`config.mk`:
```
export PLATFORM = sky130hd
export DESIGN_NAME = background_mask_bounding_box
export DESIGN_NICKNAME = d
export VERILOG_FILES = /design/src/design/bmbb_pkg.sv /design/src/design/bmbb_ram.sv /design/src/design/bmbb_ctrl.sv /design/src/design/bmbb_datapath.sv /design/src/design/background_mask_bounding_box.sv
export SDC_FILE = /design/constraint.sdc
export NUM_CORES = 1
export LEC_CHECK = 0
export BUFFER_PORTS_ARGS = -buffer_cell sky130_fd_sc_hd__buf_4
export CAP_MARGIN = 15
export CORE_MARGIN = 3
export CORE_UTILIZATION = 30
export CTS_CLUSTER_SIZE = 40
export DETAILED_ROUTE_END_ITERATION = 16
export REMOVE_ABC_BUFFERS = 1
export SYNTH_ARGS = -nofsm -noshare
export SYNTH_HDL_FRONTEND = slang
export SYNTH_SLANG_ARGS = --single-unit
export TNS_END_PERCENT = 20
```
`constraint.sdc`:
```
create_clock -name i_clk -period 24.8 [get_ports i_clk]
set_clock_uncertainty 0.1 [all_clocks]
set_input_delay 2.48 -clock i_clk [delete_from_list [all_inputs] [get_ports i_clk]]
set_output_delay 2.48 -clock i_clk [all_outputs]
set_load 0.005 [all_outputs]
```
`src/design/bmbb_pkg.sv`:
```
// Package for the background mask and bounding box block.
// Holds the shared constants, the controller state type and the command, status, sample and result structs.
// No dependencies.
package bmbb_pkg;

    localparam int SAMPLES    = 10;
    localparam int MAX_DIM    = 4096;
    localparam int PIX_W      = 8;
    localparam int COORD_W    = 12;
    localparam int CNT_W      = $clog2(SAMPLES + 1);
    localparam int IDX_W      = (SAMPLES > 1) ? $clog2(SAMPLES) : 1;
    localparam int PROD_W     = PIX_W + CNT_W;
    localparam int SAMPLE_W   = PIX_W + 2 * COORD_W;
    localparam int RES_W      = PIX_W + 1 + 4 * COORD_W;
    localparam int OUT_DATA_W = ((RES_W + 7) / 8) * 8;
    localparam int PAD_W      = OUT_DATA_W - RES_W;

    localparam logic [PIX_W-1:0]   THR_RESET = PIX_W'(25);
    localparam logic [PIX_W-1:0]   MASK_FG   = PIX_W'(255);
    localparam logic [PIX_W-1:0]   MASK_BG   = '0;
    localparam logic [COORD_W-1:0] COORD_MAX = COORD_W'(MAX_DIM - 1);

    localparam logic KIND_MASK    = 1'b0;
    localparam logic KIND_SUMMARY = 1'b1;

    typedef enum logic [1:0] {
        S_IDLE,
        S_FL_RD,
        S_FL_EMIT,
        S_SUM
    } t_state;

    typedef struct packed {
        logic take;
        logic emit_flush;
        logic emit_sum;
        logic last;
    } t_cmd;

    typedef struct packed {
        logic full;
        logic fill_last;
        logic idx_last;
        logic out_free;
    } t_status;

    typedef struct packed {
        logic [COORD_W-1:0] y;
        logic [COORD_W-1:0] x;
        logic [PIX_W-1:0]   pix;
    } t_sample;

    typedef struct packed {
        logic               kind;
        logic [PIX_W-1:0]   mask;
        logic               found;
        logic [COORD_W-1:0] min_x;
        logic [COORD_W-1:0] min_y;
        logic [COORD_W-1:0] max_x;
        logic [COORD_W-1:0] max_y;
        logic               last;
    } t_result;

endpackage

```
`src/design/bmbb_ram.sv`:
```
// Generic single-port-write, single-port-read RAM with registered read data.
// No dependencies.
module bmbb_ram #(
    parameter int WIDTH = 8,
    parameter int DEPTH = 16,
    localparam int ADDR_W = (DEPTH > 1) ? $clog2(DEPTH) : 1
) (
    input  logic                   i_clk,
    input  logic                   i_we,
    input  logic [ADDR_W-1:0]      i_waddr,
    input  logic [WIDTH-1:0]       i_wdata,
    input  logic [ADDR_W-1:0]      i_raddr,
    output logic [WIDTH-1:0]       o_rdata
);

    logic [WIDTH-1:0] r_mem [DEPTH];
    logic [WIDTH-1:0] r_rdata;

    always_ff @(posedge i_clk) begin
        if (i_we) begin
            r_mem[i_waddr] <= i_wdata;
        end
        r_rdata <= r_mem[i_raddr];
    end

    assign o_rdata = r_rdata;

endmodule

```
`src/design/bmbb_ctrl.sv`:
```
// Controller state machine: input acceptance, sample flush sequencing and summary.
// Depends on bmbb_pkg.
module bmbb_ctrl (
    input  logic             i_clk,
    input  logic             i_rst_n,
    input  logic             i_valid,
    input  logic             i_eof,
    input  bmbb_pkg::t_status i_st,
    output logic             o_ready,
    output bmbb_pkg::t_cmd    o_cmd
);

    bmbb_pkg::t_state r_state, n_state;
    logic             r_eof, n_eof;

    always_ff @(posedge i_clk) begin
        if (!i_rst_n) begin
            r_state <= bmbb_pkg::S_IDLE;
            r_eof   <= 1'b0;
        end else begin
            r_state <= n_state;
            r_eof   <= n_eof;
        end
    end

    always_comb begin
        n_state = r_state;
        n_eof   = r_eof;
        o_ready = 1'b0;
        o_cmd   = '0;
        unique case (r_state)
            bmbb_pkg::S_IDLE: begin
                o_ready = i_st.out_free;
                if (i_valid && i_st.out_free) begin
                    o_cmd.take = 1'b1;
                    o_cmd.last = !i_eof;
                    n_eof      = i_eof;
                    if (i_st.full) begin
                        n_state = i_eof ? bmbb_pkg::S_SUM : bmbb_pkg::S_IDLE;
                    end else if (i_st.fill_last || i_eof) begin
                        n_state = bmbb_pkg::S_FL_RD;
                    end
                end
            end
            bmbb_pkg::S_FL_RD: begin
                n_state = bmbb_pkg::S_FL_EMIT;
            end
            bmbb_pkg::S_FL_EMIT: begin
                if (i_st.out_free) begin
                    o_cmd.emit_flush = 1'b1;
                    o_cmd.last       = i_st.idx_last && !r_eof;
                    if (i_st.idx_last) begin
                        n_state = r_eof ? bmbb_pkg::S_SUM : bmbb_pkg::S_IDLE;
                    end else begin
                        n_state = bmbb_pkg::S_FL_RD;
                    end
                end
            end
            bmbb_pkg::S_SUM: begin
                if (i_st.out_free) begin
                    o_cmd.emit_sum = 1'b1;
                    o_cmd.last     = 1'b1;
                    n_state        = bmbb_pkg::S_IDLE;
                end
            end
            default: begin
                n_state = bmbb_pkg::S_IDLE;
            end
        endcase
    end

endmodule

```
`src/design/bmbb_datapath.sv`:
```
// Datapath: sample buffer, background sum, classifier, coordinates, box and output register.
// Depends on bmbb_pkg and bmbb_ram.
module bmbb_datapath (
    input  logic                               i_clk,
    input  logic                               i_rst_n,
    input  bmbb_pkg::t_cmd                      i_cmd,
    output bmbb_pkg::t_status                   o_st,
    input  logic [bmbb_pkg::PIX_W-1:0]          i_pixel,
    input  logic                               i_eor,
    input  logic                               i_eof,
    input  logic                               i_cfg_we,
    input  logic [bmbb_pkg::PIX_W-1:0]          i_cfg_wdata,
    input  logic                               i_out_ready,
    output logic                               o_out_valid,
    output bmbb_pkg::t_result                   o_out
);

    logic [bmbb_pkg::PIX_W-1:0]   r_thr;
    logic [bmbb_pkg::CNT_W-1:0]   r_count;
    logic [bmbb_pkg::IDX_W-1:0]   r_idx;
    logic [bmbb_pkg::PROD_W-1:0]  r_sum;
    logic [bmbb_pkg::COORD_W-1:0] r_col, r_row;
    logic [bmbb_pkg::COORD_W-1:0] r_left, r_top, r_right, r_bottom;
    logic                         r_found;
    logic                         r_out_valid;
    bmbb_pkg::t_result            r_out, n_out;

    bmbb_pkg::t_sample            w_wr, w_rd, w_cls;
    logic [bmbb_pkg::PROD_W-1:0]  w_scaled, w_diff, w_thr_n;
    logic                         w_fg, w_full, w_buf_wr, w_load_mask, w_upd;

    assign w_full       = r_count == bmbb_pkg::CNT_W'(bmbb_pkg::SAMPLES);
    assign o_st.full      = w_full;
    assign o_st.fill_last = r_count == bmbb_pkg::CNT_W'(bmbb_pkg::SAMPLES - 1);
    assign o_st.idx_last  = bmbb_pkg::CNT_W'(r_idx) == r_count - bmbb_pkg::CNT_W'(1);
    assign o_st.out_free  = !r_out_valid || i_out_ready;

    assign w_buf_wr    = i_cmd.take && !w_full;
    assign w_load_mask = (i_cmd.take && w_full) || i_cmd.emit_flush;

    assign w_wr.pix = i_pixel;
    assign w_wr.x   = r_col;
    assign w_wr.y   = r_row;

    bmbb_ram #(
        .WIDTH (bmbb_pkg::SAMPLE_W),
        .DEPTH (bmbb_pkg::SAMPLES)
    ) u_ram (
        .i_clk   (i_clk),
        .i_we    (w_buf_wr),
        .i_waddr (r_count[bmbb_pkg::IDX_W-1:0]),
        .i_wdata (w_wr),
        .i_raddr (r_idx),
        .o_rdata (w_rd)
    );

    // The pixel is tested as |n*pixel - sum| > threshold*n with n the samples seen.
    assign w_cls    = i_cmd.emit_flush ? w_rd : w_wr;
    assign w_scaled = {{bmbb_pkg::CNT_W{1'b0}}, w_cls.pix}
                    * {{bmbb_pkg::PIX_W{1'b0}}, r_count};
    assign w_thr_n  = {{bmbb_pkg::CNT_W{1'b0}}, r_thr}
                    * {{bmbb_pkg::PIX_W{1'b0}}, r_count};
    assign w_diff   = (w_scaled > r_sum) ? (w_scaled - r_sum) : (r_sum - w_scaled);
    assign w_fg     = w_diff > w_thr_n;
    assign w_upd    = w_load_mask && w_fg;

    always_ff @(posedge i_clk) begin
        if (!i_rst_n) begin
            r_thr <= bmbb_pkg::THR_RESET;
        end else if (i_cfg_we) begin
            r_thr <= i_cfg_wdata;
        end
    end

    always_ff @(posedge i_clk) begin
        if (!i_rst_n || i_cmd.emit_sum) begin
            r_count  <= '0;
            r_idx    <= '0;
            r_sum    <= '0;
            r_col    <= '0;
            r_row    <= '0;
            r_left   <= bmbb_pkg::COORD_MAX;
            r_top    <= bmbb_pkg::COORD_MAX;
            r_right  <= '0;
            r_bottom <= '0;
            r_found  <= 1'b0;
        end else begin
            if (w_buf_wr) begin
                r_count <= r_count + bmbb_pkg::CNT_W'(1);
                r_sum   <= r_sum + bmbb_pkg::PROD_W'(i_pixel);
            end
            if (i_cmd.emit_flush) begin
                r_idx <= o_st.idx_last ? '0 : r_idx + bmbb_pkg::IDX_W'(1);
            end
            if (i_cmd.take && !i_eof) begin
                if (i_eor) begin
                    r_col <= '0;
                    if (r_row != bmbb_pkg::COORD_MAX) begin
                        r_row <= r_row + bmbb_pkg::COORD_W'(1);
                    end
                end else if (r_col != bmbb_pkg::COORD_MAX) begin
                    r_col <= r_col + bmbb_pkg::COORD_W'(1);
                end
            end
            if (w_upd) begin
                r_found <= 1'b1;
                if (w_cls.x < r_left) begin
                    r_left <= w_cls.x;
                end
                if (w_cls.y < r_top) begin
                    r_top <= w_cls.y;
                end
                if (w_cls.x > r_right) begin
                    r_right <= w_cls.x;
                end
                if (w_cls.y > r_bottom) begin
                    r_bottom <= w_cls.y;
                end
            end
        end
    end

    always_ff @(posedge i_clk) begin
        if (!i_rst_n) begin
            r_out_valid <= 1'b0;
        end else if (w_load_mask || i_cmd.emit_sum) begin
            r_out_valid <= 1'b1;
        end else if (i_out_ready) begin
            r_out_valid <= 1'b0;
        end
    end

    always_comb begin
        n_out = r_out;
        if (w_load_mask) begin
            n_out       = '0;
            n_out.kind  = bmbb_pkg::KIND_MASK;
            n_out.mask  = w_fg ? bmbb_pkg::MASK_FG : bmbb_pkg::MASK_BG;
            n_out.last  = i_cmd.last;
        end else if (i_cmd.emit_sum) begin
            n_out       = '0;
            n_out.kind  = bmbb_pkg::KIND_SUMMARY;
            n_out.found = r_found;
            n_out.last  = 1'b1;
            if (r_found) begin
                n_out.min_x = r_left;
                n_out.min_y = r_top;
                n_out.max_x = r_right;
                n_out.max_y = r_bottom;
            end
        end
    end

    always_ff @(posedge i_clk) begin
        r_out <= n_out;
    end

    assign o_out_valid = r_out_valid;
    assign o_out       = r_out;

endmodule

```
`src/design/background_mask_bounding_box.sv`:
```
// Top level of the background mask and bounding box block.
// Depends on bmbb_pkg, bmbb_ctrl and bmbb_datapath.
//
// Each frame's first SAMPLES pixels are buffered and give no result until the
// buffer fills or the frame ends; they then leave as mask results, read one at
// a time from the sample RAM through states S_FL_RD and S_FL_EMIT. Later pixels
// give their mask at once, so a steady stream runs at one pixel per clock while
// the output is taken. The last pixel of a frame adds one summary result
// with the bounding box after its masks. The threshold should be written only
// while the block is idle.
module background_mask_bounding_box (
    input  logic        i_clk,
    input  logic        i_rst_n,
    input  logic        i_s_axis_tvalid,
    output logic        o_s_axis_tready,
    input  logic [7:0]  i_s_axis_tdata,   // pixel
    input  logic        i_s_axis_tuser,   // end_of_row
    input  logic        i_s_axis_tlast,   // end_of_frame
    output logic        o_m_axis_tvalid,
    input  logic        i_m_axis_tready,
    // mask_value, found, min_x, min_y, max_x, max_y, zero padding
    output logic [bmbb_pkg::OUT_DATA_W-1:0] o_m_axis_tdata,
    output logic        o_m_axis_tuser,   // result_kind
    output logic        o_m_axis_tlast,   // last
    input  logic        i_cfg_we,
    input  logic [7:0]  i_cfg_wdata       // threshold
);

    bmbb_pkg::t_cmd    w_cmd;
    bmbb_pkg::t_status w_st;
    bmbb_pkg::t_result w_out;

    bmbb_ctrl u_ctrl (
        .i_clk   (i_clk),
        .i_rst_n (i_rst_n),
        .i_valid (i_s_axis_tvalid),
        .i_eof   (i_s_axis_tlast),
        .i_st    (w_st),
        .o_ready (o_s_axis_tready),
        .o_cmd   (w_cmd)
    );

    bmbb_datapath u_datapath (
        .i_clk       (i_clk),
        .i_rst_n     (i_rst_n),
        .i_cmd       (w_cmd),
        .o_st        (w_st),
        .i_pixel     (i_s_axis_tdata),
        .i_eor       (i_s_axis_tuser),
        .i_eof       (i_s_axis_tlast),
        .i_cfg_we    (i_cfg_we),
        .i_cfg_wdata (i_cfg_wdata),
        .i_out_ready (i_m_axis_tready),
        .o_out_valid (o_m_axis_tvalid),
        .o_out       (w_out)
    );

    assign o_m_axis_tdata = {{bmbb_pkg::PAD_W{1'b0}}, w_out.max_y, w_out.max_x,
                             w_out.min_y, w_out.min_x, w_out.found, w_out.mask};
    assign o_m_axis_tuser = w_out.kind;
    assign o_m_axis_tlast = w_out.last;

endmodule

```
# After elaboration in Yosys (flattened, before gate mapping)
# Memories as Yosys holds them, arrays and structs flattened. A register that Yosys moved wholly into a read port is not among the register bits.
# Index checks and enable logic that the tools add are counted.
# word_totals
elab_cells	111
mem_count	1
reg_bits	164
ram_bits	320
out_inout_bits	68
inputBits	23
# op_classes
muxes	32
n_lt_le_gt_ge	6
n_addsub	8
eq_ne	12
reduce_logical	28
mul	2
# mem_list
memory	words	width	read_ports	rd_ports_with_merged_regs	write_ports	line	text
u_datapath.u_ram.r_mem	10	32	1	1	1	bmbb_ram.sv:16	logic [WIDTH-1:0] r_mem [DEPTH];
# op_table
operator	n
58-bit 2-to-1 mux	2
12-bit greater-than comparator	4
48-bit 2-to-1 mux	1
12-bit 2-to-1 mux	3
32-bit 2-to-1 mux	1
12-bit by 1-bit adder with 12-bit output (second input constant)	2
12-bit < comparator	2
8-bit by 4-bit multiplier with 12-bit output	2
12-bit inequality test (second input constant)	2
12-bit subtractor	2
2-bit 2-to-1 mux	9
12-bit by 8-bit adder with 12-bit output	1
1-bit 2-to-1 mux	12
2-bit AND reduction	6
4-bit by 1-bit adder with 4-bit output (second input constant)	2
4-bit equality test (second input constant)	2
8-bit 2-to-1 mux	1
2-bit one-hot mux with 4 select lines	1
1-bit logical AND	6
2-bit by 1-bit inequality test with 1-bit output (second input constant)	3
2-bit nonzero test	3
1-bit logical NOT	5
1-bit logical OR	5
2-bit equality test (second input constant)	2
other kinds (9)	9

# Logic depth before layout (Yosys ltp)
# Gate-level depths: netlist of run 1.
# logic_depth
depth_word	11
mapped_depth	39
mapped_depth_nobuf	31

# By module
# From an unflattened synthesis of run 1, not the netlist that was laid out.
# hier_totals
cells_unflattened	1983
area_unflattened_um2	24424.7
# by_module_without_submodules
mod	seq_area_each_um2	cells_per_inst	n_inst	area_each_um2
bmbb_ram	10249.8	698	1	13290.2
bmbb_datapath	3103.0	1248	1	10854.2
bmbb_ctrl	60.1	29	1	224.0
background_mask_bounding_box	0.0	8	1	56.3

# Worst setup path after synthesis of run 1
# Ideal clock, no wire load.
# synth_path
path_type	input to register
from	input port i_m_axis_tready
to	register u_datapath.r_right[4] in the netlist's numbering
arrival_ns	9.401
cell_stages	34
slack_ns	15.212
required_ns	24.613
setup_time_ns	0.087
path_buffers	6
cell_sequence	nor2b_1 > nor2_2 > buf_4 > buf_4 > buf_2 > a21oi_1 > nor2b_1 > fa_1 > inv_1 > fa_1 > inv_1 > ha_1 > nor2b_1 > o21ai_0 > a21boi_0 > o21ai_0 > nand2b_1 > xor2_1 > ha_1 > clkbuf_1 > o21ai_0 > a21oi_1 > o32ai_1 > a21oi_1 > buf_2 > mux2i_1 > xnor2_1 > ha_1 > nand4_1 > a211o_1 > a311o_4 > buf_6 > or4_1 > o31ai_1
# synth_via
elab_chain_cells	10
elab_cells_between_ends	21
cone_classes	add/sub: 2; mul: 1; order compare: 3; mux: 8; reduce/logical: 7
# synth_rtl
element	line	text
start: declaration	background_mask_bounding_box.sv:20	input logic i_m_axis_tready,
1-bit logical OR (*)	bmbb_datapath.sv:36	assign o_st.out_free = !r_out_valid || i_out_ready;
1-bit 2-to-1 mux	bmbb_ctrl.sv:49	if (i_st.out_free) begin
1-bit 2-to-1 mux	bmbb_ctrl.sv:31	unique case (r_state)
32-bit 2-to-1 mux	bmbb_datapath.sv:58	assign w_cls = i_cmd.emit_flush ? w_rd : w_wr;
8-bit by 4-bit multiplier with 12-bit output	bmbb_datapath.sv:60	* {{bmbb_pkg::PIX_W{1'b0}}, r_count};
12-bit subtractor / 12-bit greater-than comparator (equally long branches)	bmbb_datapath.sv:63	assign w_diff = (w_scaled > r_sum) ? (w_scaled - r_sum) : (r_sum - w_scaled);
12-bit 2-to-1 mux	bmbb_datapath.sv:63	
12-bit greater-than comparator	bmbb_datapath.sv:64	assign w_fg = w_diff > w_thr_n;
1-bit logical AND	bmbb_datapath.sv:65	assign w_upd = w_load_mask && w_fg;
2-bit AND reduction (no line)	--	
end signal: assignment	bmbb_datapath.sv:114	r_right <= w_cls.x;
end: declaration	bmbb_datapath.sv:23	logic [bmbb_pkg::COORD_W-1:0] r_left, r_top, r_right, r_bottom;
# Mark *: on every way between the ends. The rest lies on a longest branch, timed or not.
# A chain may end at the register's enable or synchronous reset.

# Worst setup path after layout of run 1
# layout_path
from	input port i_m_axis_tready
to	register u_datapath.r_top[0] in the netlist's numbering
# layout_via
elab_chain_cells	10
elab_cells_between_ends	21
cone_classes	add/sub: 2; mul: 1; order compare: 3; mux: 8; reduce/logical: 7
# layout_rtl
element	line	text
1-bit logical OR (*)	bmbb_datapath.sv:36	
1-bit 2-to-1 mux	bmbb_ctrl.sv:49	
1-bit 2-to-1 mux	bmbb_ctrl.sv:31	
32-bit 2-to-1 mux	bmbb_datapath.sv:58	
8-bit by 4-bit multiplier with 12-bit output	bmbb_datapath.sv:60	
12-bit subtractor / 12-bit greater-than comparator (equally long branches)	bmbb_datapath.sv:63	
12-bit 2-to-1 mux	bmbb_datapath.sv:63	
12-bit greater-than comparator	bmbb_datapath.sv:64	
1-bit logical AND	bmbb_datapath.sv:65	
2-bit AND reduction (no line)	--	
end signal: assignment	bmbb_datapath.sv:83	r_top <= bmbb_pkg::COORD_MAX;
end signal: assignment	bmbb_datapath.sv:111	r_top <= w_cls.y;
end: declaration	bmbb_datapath.sv:23	
# Marks and branches as above.

==> results of run 1 <==
## per-stage QoR
stage               setup slack (ns)  instances  utilization
global placement               14.35       2917        0.327
global route                   14.06       3013        0.349
CTS                            14.78       3011        0.349
floorplan                      13.56       1770            -
finish                         14.68       3013        0.349
detailed placement             14.14       2917        0.327
## metal layers
metal | wire length [um] | global-route usage | part of all wire | vias to the layer above
li1 | - | - | - | 7032
met3 | 2390 | 0.0197 | 0.043 | 89
met5 | 0 | 0 | 0 | -
met4 | 1370 | 0.0377 | 0.025 | 0
met2 | 26400 | 0.223 | 0.48 | 301
met1 | 25000 | 0.174 | 0.45 | 7336
## tightest hold or removal path: stages, from the launching register on
cell and delay (ns):
dfxtp_1 0.31, inv_1 0.04, a21boi_0 0.06
## registers in the layout (all words and copies together) (netlist names)
name and cells:
u_datapath.r_thr 8, u_ctrl.r_state 2, u_datapath.r_found 1, u_datapath.r_top 12, u_datapath.o_out 52, u_datapath.r_col 12, u_datapath.u_ram.r_mem 320, u_datapath.r_row 12
u_datapath.r_left 12, u_datapath.r_idx 4, u_datapath.o_out_valid 1, u_datapath.r_bottom 12, u_datapath.u_ram.o_rdata 32, u_datapath.r_count 4, u_datapath.r_right 12, u_ctrl.r_eof 1
u_datapath.r_sum 12
## report_power, final
group          internal, mW  switching, mW
Combinational         0.169          0.224
Clock                 0.453          0.330
Sequential            0.939         0.0313
Total                  1.56          0.586
## cells in the mapped netlist (2+ instances only)
master | n | share of area
a2111oi_0 | 2 | 0.00073
a211oi_1 | 63 | 0.020
a21boi_0 | 6 | 0.0019
a21o_1 | 13 | 0.0041
a21oi_1 | 106 | 0.022
a22o_1 | 48 | 0.018
a22oi_1 | 2 | 0.00063
a31o_2 | 2 | 0.00073
a31oi_1 | 25 | 0.0065
and2_1 | 29 | 0.0076
and3_1 | 11 | 0.0029
and4_1 | 12 | 0.0044
buf_1 | 7 | 0.0011
buf_2 | 21 | 0.0044
buf_4 | 19 | 0.0060
clkbuf_1 | 63 | 0.0099
dfxtp_1 | 187 | 0.16
edfxtp_1 | 322 | 0.40
fa_1 | 27 | 0.023
ha_1 | 128 | 0.067
inv_1 | 144 | 0.023
mux2i_1 | 83 | 0.035
mux4_2 | 64 | 0.060
nand2_1 | 81 | 0.013
nand2b_1 | 25 | 0.0065
nand3_1 | 19 | 0.0040
nand4_1 | 33 | 0.0086
nor2_1 | 69 | 0.011
nor2b_1 | 62 | 0.016
nor3_1 | 16 | 0.0034
nor3b_1 | 3 | 0.00094
nor4_1 | 2 | 0.00052
o2111ai_1 | 2 | 0.00073
o211ai_1 | 8 | 0.0025
o21a_1 | 3 | 0.00094
o21ai_0 | 40 | 0.0084
o22ai_1 | 3 | 0.00079
o311ai_0 | 2 | 0.00073
o31ai_1 | 14 | 0.0044
o41ai_1 | 4 | 0.0015
or3_1 | 9 | 0.0024
or4_1 | 14 | 0.0044
xnor2_1 | 25 | 0.0092
xor2_1 | 35 | 0.013
## worst min-delay path by stage
stage / from / cells after the start / endpoint
2_1_floorplan: u_datapath.r_found / 2 / u_datapath.r_found
3_3_place_gp: u_datapath.o_out[49] / 1 / u_datapath.o_out[49]
3_5_place_dp: u_datapath.o_out[49] / 1 / u_datapath.o_out[49]
4_1_cts: u_datapath.o_out[49] / 1 / u_datapath.o_out[49]
5_1_grt: u_datapath.r_right[6] / 1 / u_datapath.o_out[19]
6_report: u_datapath.o_out[58] / 2 / u_datapath.o_out[58]
## cell type report
type | count | area (um^2) | area share
clock inverter | 21 | 224 | 0.00820
inverter | 145 | 544 | 0.0199
sequential | 509 | 13400 | 0.492
tap | 1040 | 1300 | 0.0477
clock buffer | 73 | 1500 | 0.0548
timing repair buffer | 109 | 828 | 0.0303
multi-input combinational | 1116 | 9480 | 0.347
## cell families after synthesis
group	Yosys count	share of synthesized area
mux	148	0.0955
flops	509	0.561
compound gates	351	0.0978
other cells	1	0.000157
buf+inv	256	0.0446
fa+ha+maj	155	0.0896
xor+xnor	60	0.0220
simple gates	395	0.0891
==> out/metrics.cfg, run 1 <==
[pwr]
p_leak_nw = 10.1
ir_worst_vdd_uv = 45.7
power_density_nw_per_um2 = 78.6
p_total_mw = 2.15

[worst_setup_path]
critPathMaxFanout = 38
critPathLaunch = i_m_axis_tready
cp-start-kind = input port
crit_path_top_delay_cell = buf_4
arrival_ns = 10.46
cp_common_cell = buf_4
rr_endpoint = u_datapath.r_top[0]
required_ns = 25.14
ff2ff_path_depth = 32
critPathTopFamily = adder cells
path_class = input port to flip-flop
cp.depth = 33
crit_end = u_datapath.r_top[0]
cpPeakStageDelay_ns = 0.58
worstReg2RegStart = u_ctrl.r_state[1]
crit_buf_inv = 7
reg2reg_setup_slack_ns = 16.07
end_kind = flip-flop

[detailed_routing]
detail-route-antenna-nets = 0
routed_wl_mm = 55.2
dr.pass1.iters = 5
drtIter0Drc = 897
vias = 14800
drcViolationCount = 0
wl_per_cell_um = 18.3
vias_per_cell = 4.90

[synth]
synth-seq-area-share = 0.561
syn_area_um2 = 23900
yosys_most_used_dff = edfxtp_1
async_flop_share = 0
synth.ff_latch_count = 509
synth_edf_count = 322
netlist-cell-type-count = 66
synthCells = 1875
ys_warn_count = 0
syn_area_per_cell_um2 = 12.7

[sta]
period_share = 0.408
rsz0062_at_grt = no
finalHoldViolations = 0
worst_pin_slew_ns = 1.04
max_freq_mhz = 98.8
setup_viol = 0
fin_tns_setup_ns = 0
min_period_ns = 10.12
holdWs_ns = 0.360
slew_viol_final = 0
maxSlewHeadroom = 0.308

[floorplan]
num_io_pins = 91
coreArea_um2 = 78200
die_area_um2 = 83100
initial_core_util = 0.306
die_w_um = 288
rows = 102
die_y_um = 288

[final_layout]
final_nets = 2109
n_fill_cell = 7574
diodes = 0
finalInstanceArea_um2 = 27300
drive_above_1_share = 0.143
syn2layout_area_growth_pct = 14.2
layout_common_cells = edfxtp_1, dfxtp_1, inv_1
final_common_cell = edfxtp_1

[clock_network]
cts_root_buf = clkbuf_16
hold_buffers = 0
cts_resized = 0
postCtsSetupBuffers = 0
numCtsBuffers = 50
cts_max_path_buffers = 3
insertion_delay_ns = 0.60
cts_tree = done
h-tree-depth = 2
path_clk_slew_ns = 0.06
cts_sinks = 509

[run]
cap_violations = 0

[global_route]
grt_max_degree = 68
grt_pass1_vias = 14800
grt_pass1_wl_mm = 85.8
antenna_found_initial = 0
grt.total_usage = 0.131
grt_overflow = 0

[place]
port_buffers = 83
place.gp.congestion = 0.862
place_area_um2 = 25600
hpwl_mm = 35.4

[outcome]
status = finished clean

[min_path]
min_path_type = flip-flop to flip-flop

Note: power is estimated with default switching activity, not from simulation.
==> run 2, diff against run 1 <==
--- a/config.mk
+++ b/config.mk
@@ -5,6 +5,7 @@
 export SDC_FILE = /design/constraint.sdc
 export NUM_CORES = 1
 export LEC_CHECK = 0
+export ABC_AREA = 1
 export BUFFER_PORTS_ARGS = -buffer_cell sky130_fd_sc_hd__buf_4
 export CAP_MARGIN = 15
 export CORE_MARGIN = 3
==> constraint.sdc (replaced) <==
create_clock -name i_clk -period 9.5 [get_ports i_clk]
set_clock_uncertainty 0.1 [all_clocks]
set_input_delay 0.95 -clock i_clk [delete_from_list [all_inputs] [get_ports i_clk]]
set_output_delay 0.95 -clock i_clk [all_outputs]
set_load 0.005 [all_outputs]
==> out/metrics.cfg, run 2 <==
[clock_network]
path_clk_slew_ns = 0.06  ; about the same
postCtsSetupBuffers = 0  ; unchanged
cts_root_buf = clkbuf_16
h-tree-depth = 2  ; unchanged
insertion_delay_ns = 0.61  ; about the same
hold_buffers = 0  ; unchanged
numCtsBuffers = 51  ; +2.0%
cts_max_path_buffers = 3  ; unchanged
cts_sinks = 509  ; unchanged
cts_resized = 0  ; unchanged
cts_tree = done

[sta]
min_period_ns = 7.69
slew_viol_final = 0  ; unchanged
maxSlewHeadroom = 0.364  ; +0.0557
fin_tns_setup_ns = 0  ; unchanged
worst_pin_slew_ns = 0.954  ; -0.0835 ns
holdWs_ns = 0.354  ; -0.00553 ns
finalHoldViolations = 0  ; unchanged
max_freq_mhz = 130
setup_viol = 0  ; unchanged
period_share = 0.810
rsz0062_at_grt = no

[detailed_routing]
drtIter0Drc = 1170  ; +30%
dr.pass1.iters = 7  ; +2
drcViolationCount = 0  ; unchanged
vias = 17800  ; +20%
wl_per_cell_um = 16.7  ; -8.6%
routed_wl_mm = 61.5  ; +11%
vias_per_cell = 4.83  ; -1.4%
detail-route-antenna-nets = 0  ; unchanged

[place]
place_area_um2 = 26100  ; +2.3%
place.gp.congestion = 0.858  ; -0.42%
port_buffers = 83  ; unchanged
hpwl_mm = 38.2  ; +8.1%

[pwr]
ir_worst_vdd_uv = 129  ; +180%
p_leak_nw = 11.4  ; +13%
power_density_nw_per_um2 = 195  ; +150%
p_total_mw = 5.45  ; +150%

[synth]
yosys_most_used_dff = edfxtp_1
synth-seq-area-share = 0.546  ; -0.0150
synthCells = 2539  ; +35%
synth_edf_count = 322  ; unchanged
synth.ff_latch_count = 509  ; unchanged
syn_area_per_cell_um2 = 9.67  ; -24%
synth_top_area_share = 0.394  ; -0.0108
syn_area_um2 = 24600  ; +2.7%
synth.largest_area_cell = edfxtp_1
ys_warn_count = 0  ; unchanged
netlist_top_cells_count = nand2_1, edfxtp_1, o21ai_0
synth.most_common_cell = nand2_1
async_flop_share = 0  ; unchanged
netlist-cell-type-count = 51  ; -23%
synthTopCellsByArea = edfxtp_1, dfxtp_1, ha_1

[worst_setup_path]
crit_buf_inv = 10  ; +3
cp_common_cell = nand2_1
cpPeakStageDelay_ns = 0.54  ; -0.04 ns
arrival_ns = 8.03  ; -2.43 ns
cp-start-kind = input port
end_kind = flip-flop
required_ns = 9.83  ; -15.31 ns
path_class = input port to flip-flop
critPathTopFamily = simple AND/OR/NAND/NOR gates
critPathMaxFanout = 17  ; -55%
crit_path_top_delay_cell = fa_1

[global_route]
grt_max_degree = 86  ; +26%
grt.total_usage = 0.142  ; +0.0107
grt_overflow = 0  ; unchanged
grt_pass1_vias = 17200  ; +16%
antenna_found_initial = 1  ; +1
grt_pass1_wl_mm = 97.2  ; +13%

[final_layout]
drive_above_1_share = 0.0949  ; -0.0486
n_fill_cell = 8098  ; +6.9%
largest_reg_flops = 320  ; unchanged
largest_register = u_datapath.u_ram.r_mem
layout_common_cells = nand2_1, edfxtp_1, o21ai_0
final_nets = 2751  ; +30%
syn2layout_area_growth_pct = 13.6
fin_util = 0.345  ; -0.00372
final_common_cell = nand2_1
finalInstanceArea_um2 = 27900  ; +2.2%

[floorplan]
rows = 104  ; +2.0%
coreArea_um2 = 80800  ; +3.3%
num_io_pins = 91  ; unchanged
die_area_um2 = 85300  ; +2.7%
die_y_um = 292  ; +1.3%
die_w_um = 292  ; +1.3%
initial_core_util = 0.304  ; -0.00164

[run]
cap_violations = 0  ; unchanged

[outcome]
status = finished clean

[min_path]
min_path_type = flip-flop to flip-flop

run 2: final timing paths:
path	start	to	slack, ns	cells after the start
worst max-delay path	i_m_axis_tready	u_datapath.r_left[8]	1.81	41
worst min-delay path	u_datapath.o_out[16]	u_datapath.o_out[16]	0.35	2
worst max register to register	u_datapath.o_out_valid	u_datapath.r_left[8]	1.83	39
worst min register to register	u_datapath.o_out[16]	u_datapath.o_out[16]	0.35	2
run 2: final cells by class:
class	instances	area, um^2	area share
inverters	277	1040	0.0375
repair buffers	107	803	0.0288
clock buffers	70	1420	0.0509
flip-flops and latches	509	13400	0.481
clock inverters	24	337	0.0121
multi-input cells	1627	9550	0.342
well taps	1060	1330	0.0475
diodes	1	2.50	0.0000897
run 2: cells by family (layout without fill, tap and decap cells):
logic type	count (synthesis)	count (layout)	synth area share
buffers and inverters	409	478	0.0688
AO/OA/AOI/OAI	577	577	0.133
other	1	8	0.000153
adder cells (fa/ha/maj)	155	155	0.0872
XOR/XNOR	50	50	0.0178
AND/OR/NAND/NOR	837	837	0.146
flip-flops	509	509	0.546
multiplexers	1	1	0.000408
run 2: where the power goes:
part | switching [mW] | internal (mW) | leakage [nW]
sequential | 0.0516 | 2.42 | 4.57
combinational | 0.568 | 0.307 | 5.98
clock | 0.864 | 1.24 | 0.847
total | 1.48 | 3.97 | 11.4
run 2: metal layers:
metal,part of all wire,global-route usage,routed length [um]
met3,0.044,0.0157,2720
met4,0.020,0.0380,1200
met2,0.48,0.245,29500
met5,0,0,0
met1,0.46,0.190,28100
run 2: per-stage QoR:
stage,std cells,setup WS (ns)
after floorplan,2413,1.94
after global placement,3580,1.41
after detailed placement,3580,1.20
after CTS,3674,1.83
after global routing,3674,1.06
final,3675,1.81
run 2: tightest hold or removal path, cell delays in order, from the launching register on:
cell and delay (ns):
dfxtp_1 0.32, nand2_1 0.05, o21ai_0 0.05
==> run 3, diff against run 2 <==
--- a/config.mk
+++ b/config.mk
@@ -5,7 +5,7 @@
 export SDC_FILE = /design/constraint.sdc
 export NUM_CORES = 1
 export LEC_CHECK = 0
-export ABC_AREA = 1
+export ABC_AREA = 0
 export BUFFER_PORTS_ARGS = -buffer_cell sky130_fd_sc_hd__buf_4
 export CAP_MARGIN = 15
 export CORE_MARGIN = 3
==> constraint.sdc (replaced) <==
create_clock -name i_clk -period 6.65 [get_ports i_clk]
set_clock_uncertainty 0.1 [all_clocks]
set_input_delay 0.665 -clock i_clk [delete_from_list [all_inputs] [get_ports i_clk]]
set_output_delay 0.665 -clock i_clk [all_outputs]
set_load 0.005 [all_outputs]
==> out/metrics.cfg, run 3 (same netlist as run 1, synthesis figures left out) <==
[global_route]
antenna_found_initial = 0  ; -1
grt.total_usage = 0.134  ; -0.00856
met2_usage = 0.224  ; -0.0207
grt_pass1_wl_mm = 87.8  ; -9.7%
grt_max_degree = 68  ; -21%
use_met1 = 0.182  ; -0.00851
grt_use_met3 = 0.0177  ; +0.00194
grt_overflow = 0  ; unchanged
grt_pass1_vias = 15400  ; -10%
top_usage_layer = met2

[floorplan]
rows = 102  ; -1.9%
coreArea_um2 = 78200  ; -3.2%
die_y_um = 288  ; -1.3%
die_area_um2 = 83100  ; -2.6%
num_io_pins = 91  ; unchanged
initial_core_util = 0.306  ; +0.00164
die_w_um = 288  ; -1.3%

[sta]
max_freq_mhz = 144
maxSlewHeadroom = 0.244  ; -0.120
setup_viol = 49  ; +49
slew_viol_final = 0  ; unchanged
min_period_ns = 6.96
finalHoldViolations = 0  ; unchanged
rsz0062_at_grt = yes
worst_pin_slew_ns = 1.13  ; +0.180 ns
timing.final.ws_setup_ns = -0.312  ; -2.12 ns
period_share = 1.05

[final_layout]
seq_area_um2 = 13400  ; about the same
stdcell_count = 3119  ; -15%
syn2layout_area_growth_pct = 19.8
largest_register = u_datapath.u_ram.r_mem
n_fill_cell = 7377  ; -8.9%
final_common_cell = edfxtp_1
finalInstanceArea_um2 = 28600  ; +2.6%
multi_input_area_um2 = 9810  ; +2.8%
layout_common_cells = edfxtp_1, buf_4, dfxtp_1
drive_above_1_share = 0.218  ; +0.123
largest_reg_flops = 320  ; unchanged
fin_util = 0.366  ; +0.0208
final_nets = 2214  ; -20%

[pwr]
p_total_mw = 8.39  ; +54%
ir_worst_vdd_uv = 239  ; +85%
pwr-share-comb = 0.217  ; +0.057
swShare = 0.273  ; +0.00123
p_leak_nw = 10.7  ; -5.8%
p_int_mw = 6.10  ; +54%
p_sw_mw = 2.29  ; +55%
clockPowerShare = 0.355  ; -0.031
power_density_nw_per_um2 = 293  ; +50%
pwr-share-seq = 0.429  ; -0.024

[worst_setup_path]
critPathMaxFanout = 7  ; -10
cp-start-kind = flip-flop
cpPeakStageDelay_ns = 0.55  ; about the same
required_ns = 7.06  ; -2.77 ns
critPathLaunch = u_datapath.o_out_valid
crit_path_top_delay_cell = fa_1
arrival_ns = 7.38  ; -0.65 ns
path_class = flip-flop to flip-flop
worstReg2RegStart = u_datapath.o_out_valid
end_kind = flip-flop

[clock_network]
cts_sinks = 509  ; unchanged
cts_root_buf = clkbuf_16
numCtsBuffers = 50  ; -2.0%
h-tree-depth = 2  ; unchanged
cts_max_path_buffers = 3  ; unchanged
insertion_delay_ns = 0.60  ; about the same
hold_buffers = 0  ; unchanged
path_clk_slew_ns = 0.06  ; about the same
cts_tree = done

[detailed_routing]
dr.pass1.iters = 5  ; -2
detail-route-antenna-nets = 0  ; unchanged
drtIter0Drc = 1104  ; -5.6%
routed_wl_mm = 56.9  ; -7.6%
vias = 15400  ; -13%
drcViolationCount = 0  ; unchanged
vias_per_cell = 4.93  ; +2.1%
wl_per_cell_um = 18.2  ; +8.9%

[place]
pre_cts_ws_ns = -1.15  ; -2.35 ns
place.gp.congestion = 0.874  ; +1.8%
place_area_um2 = 26200  ; +0.33%
hpwl_mm = 35.6  ; -6.9%
port_buffers = 83  ; unchanged
dp_cells = 2998  ; -16%

[min_path]
min_from = i_cfg_wdata[0]
min_path_type = input port to flip-flop

[outcome]
status = finished, violations left
violations = negative setup slack

[run]
cap_violations = 0  ; unchanged

## run 3: cell count changes in the layout (fill, tap and decap cells not counted), sizes merged, moves of 82 or more
cell   delta
nand3   -103
mux2i    +82
inv     -130
o21ai   -290
nor2    -224
nand2   -281
buf     +104
## run 3: final timing paths
check / endpoint / slack, ns / depth (start not counted)
worst max-delay path: u_datapath.r_right[10] / -0.31 / 30
worst min-delay path: u_datapath.r_thr[0] / 0.20 / 3
worst max register to register: u_datapath.r_right[10] / -0.31 / 30
worst min register to register: u_datapath.o_out[38] / 0.35 / 1
## run 3: cell type report
cell class,count,share of cell area
Antenna cell,1,0.0000874
Clock buffer,71,0.0506
Clock inverter,23,0.0108
Inverter,145,0.0192
Multi-Input combinational cell,1116,0.343
Sequential cell,509,0.469
Tap cell,1040,0.0454
Timing Repair Buffer,214,0.0624
## run 3: layer usage
metal / share of wire / wire length [um]
met5: 0 / 0
met4: 0.019 / 1060
met3: 0.044 / 2480
met2: 0.48 / 27200
met1: 0.46 / 26100
## run 3: per-stage QoR
| stage | hold slack [ns] | setup TNS (ns) |
|---|---|---|
| final | 0.198 | -10.64 |
| after global routing | 0.187 | -25.86 |
| after global placement | 0.335 | -49.74 |
| after detailed placement | 0.350 | -53.99 |
| after floorplan | 0.332 | -129.72 |
| after CTS | 0.155 | -14.54 |
## run 3: critical path: cells and delay by family (launching register included)
kind,cells,cell delay (ns)
XOR/XNOR,2,0.23
adder cells (fa/ha/maj),5,1.84
buffers and inverters,5,0.69
AO/OA/AOI/OAI,11,2.14
flip-flops,1,0.33
multiplexers,2,0.51
AND/OR/NAND/NOR,5,1.00
## run 3: power groups by stage
| stage | clock network (mW) | registers (mW) | logic, mW |
|---|---|---|---|
| 2_1_floorplan | 0 | 3.66 | 1.08 |
| 3_5_place_dp | 0 | 3.66 | 1.65 |
| 4_1_cts | 3.06 | 3.60 | 1.73 |
| 6_report | 2.98 | 3.60 | 1.82 |
| 3_3_place_gp | 0 | 3.66 | 1.61 |
| 5_1_grt | 3.17 | 3.61 | 2.01 |
## run 3: timing repair
action | in CTS | in global routing
setup buffers | 12 | 10
cloned | 1 | 4
hold endpoints to repair | 0 | 0
resized for setup | 54 | 33
endpoints found under the setup margin | 50 | 50
pin swaps | 43 | 26
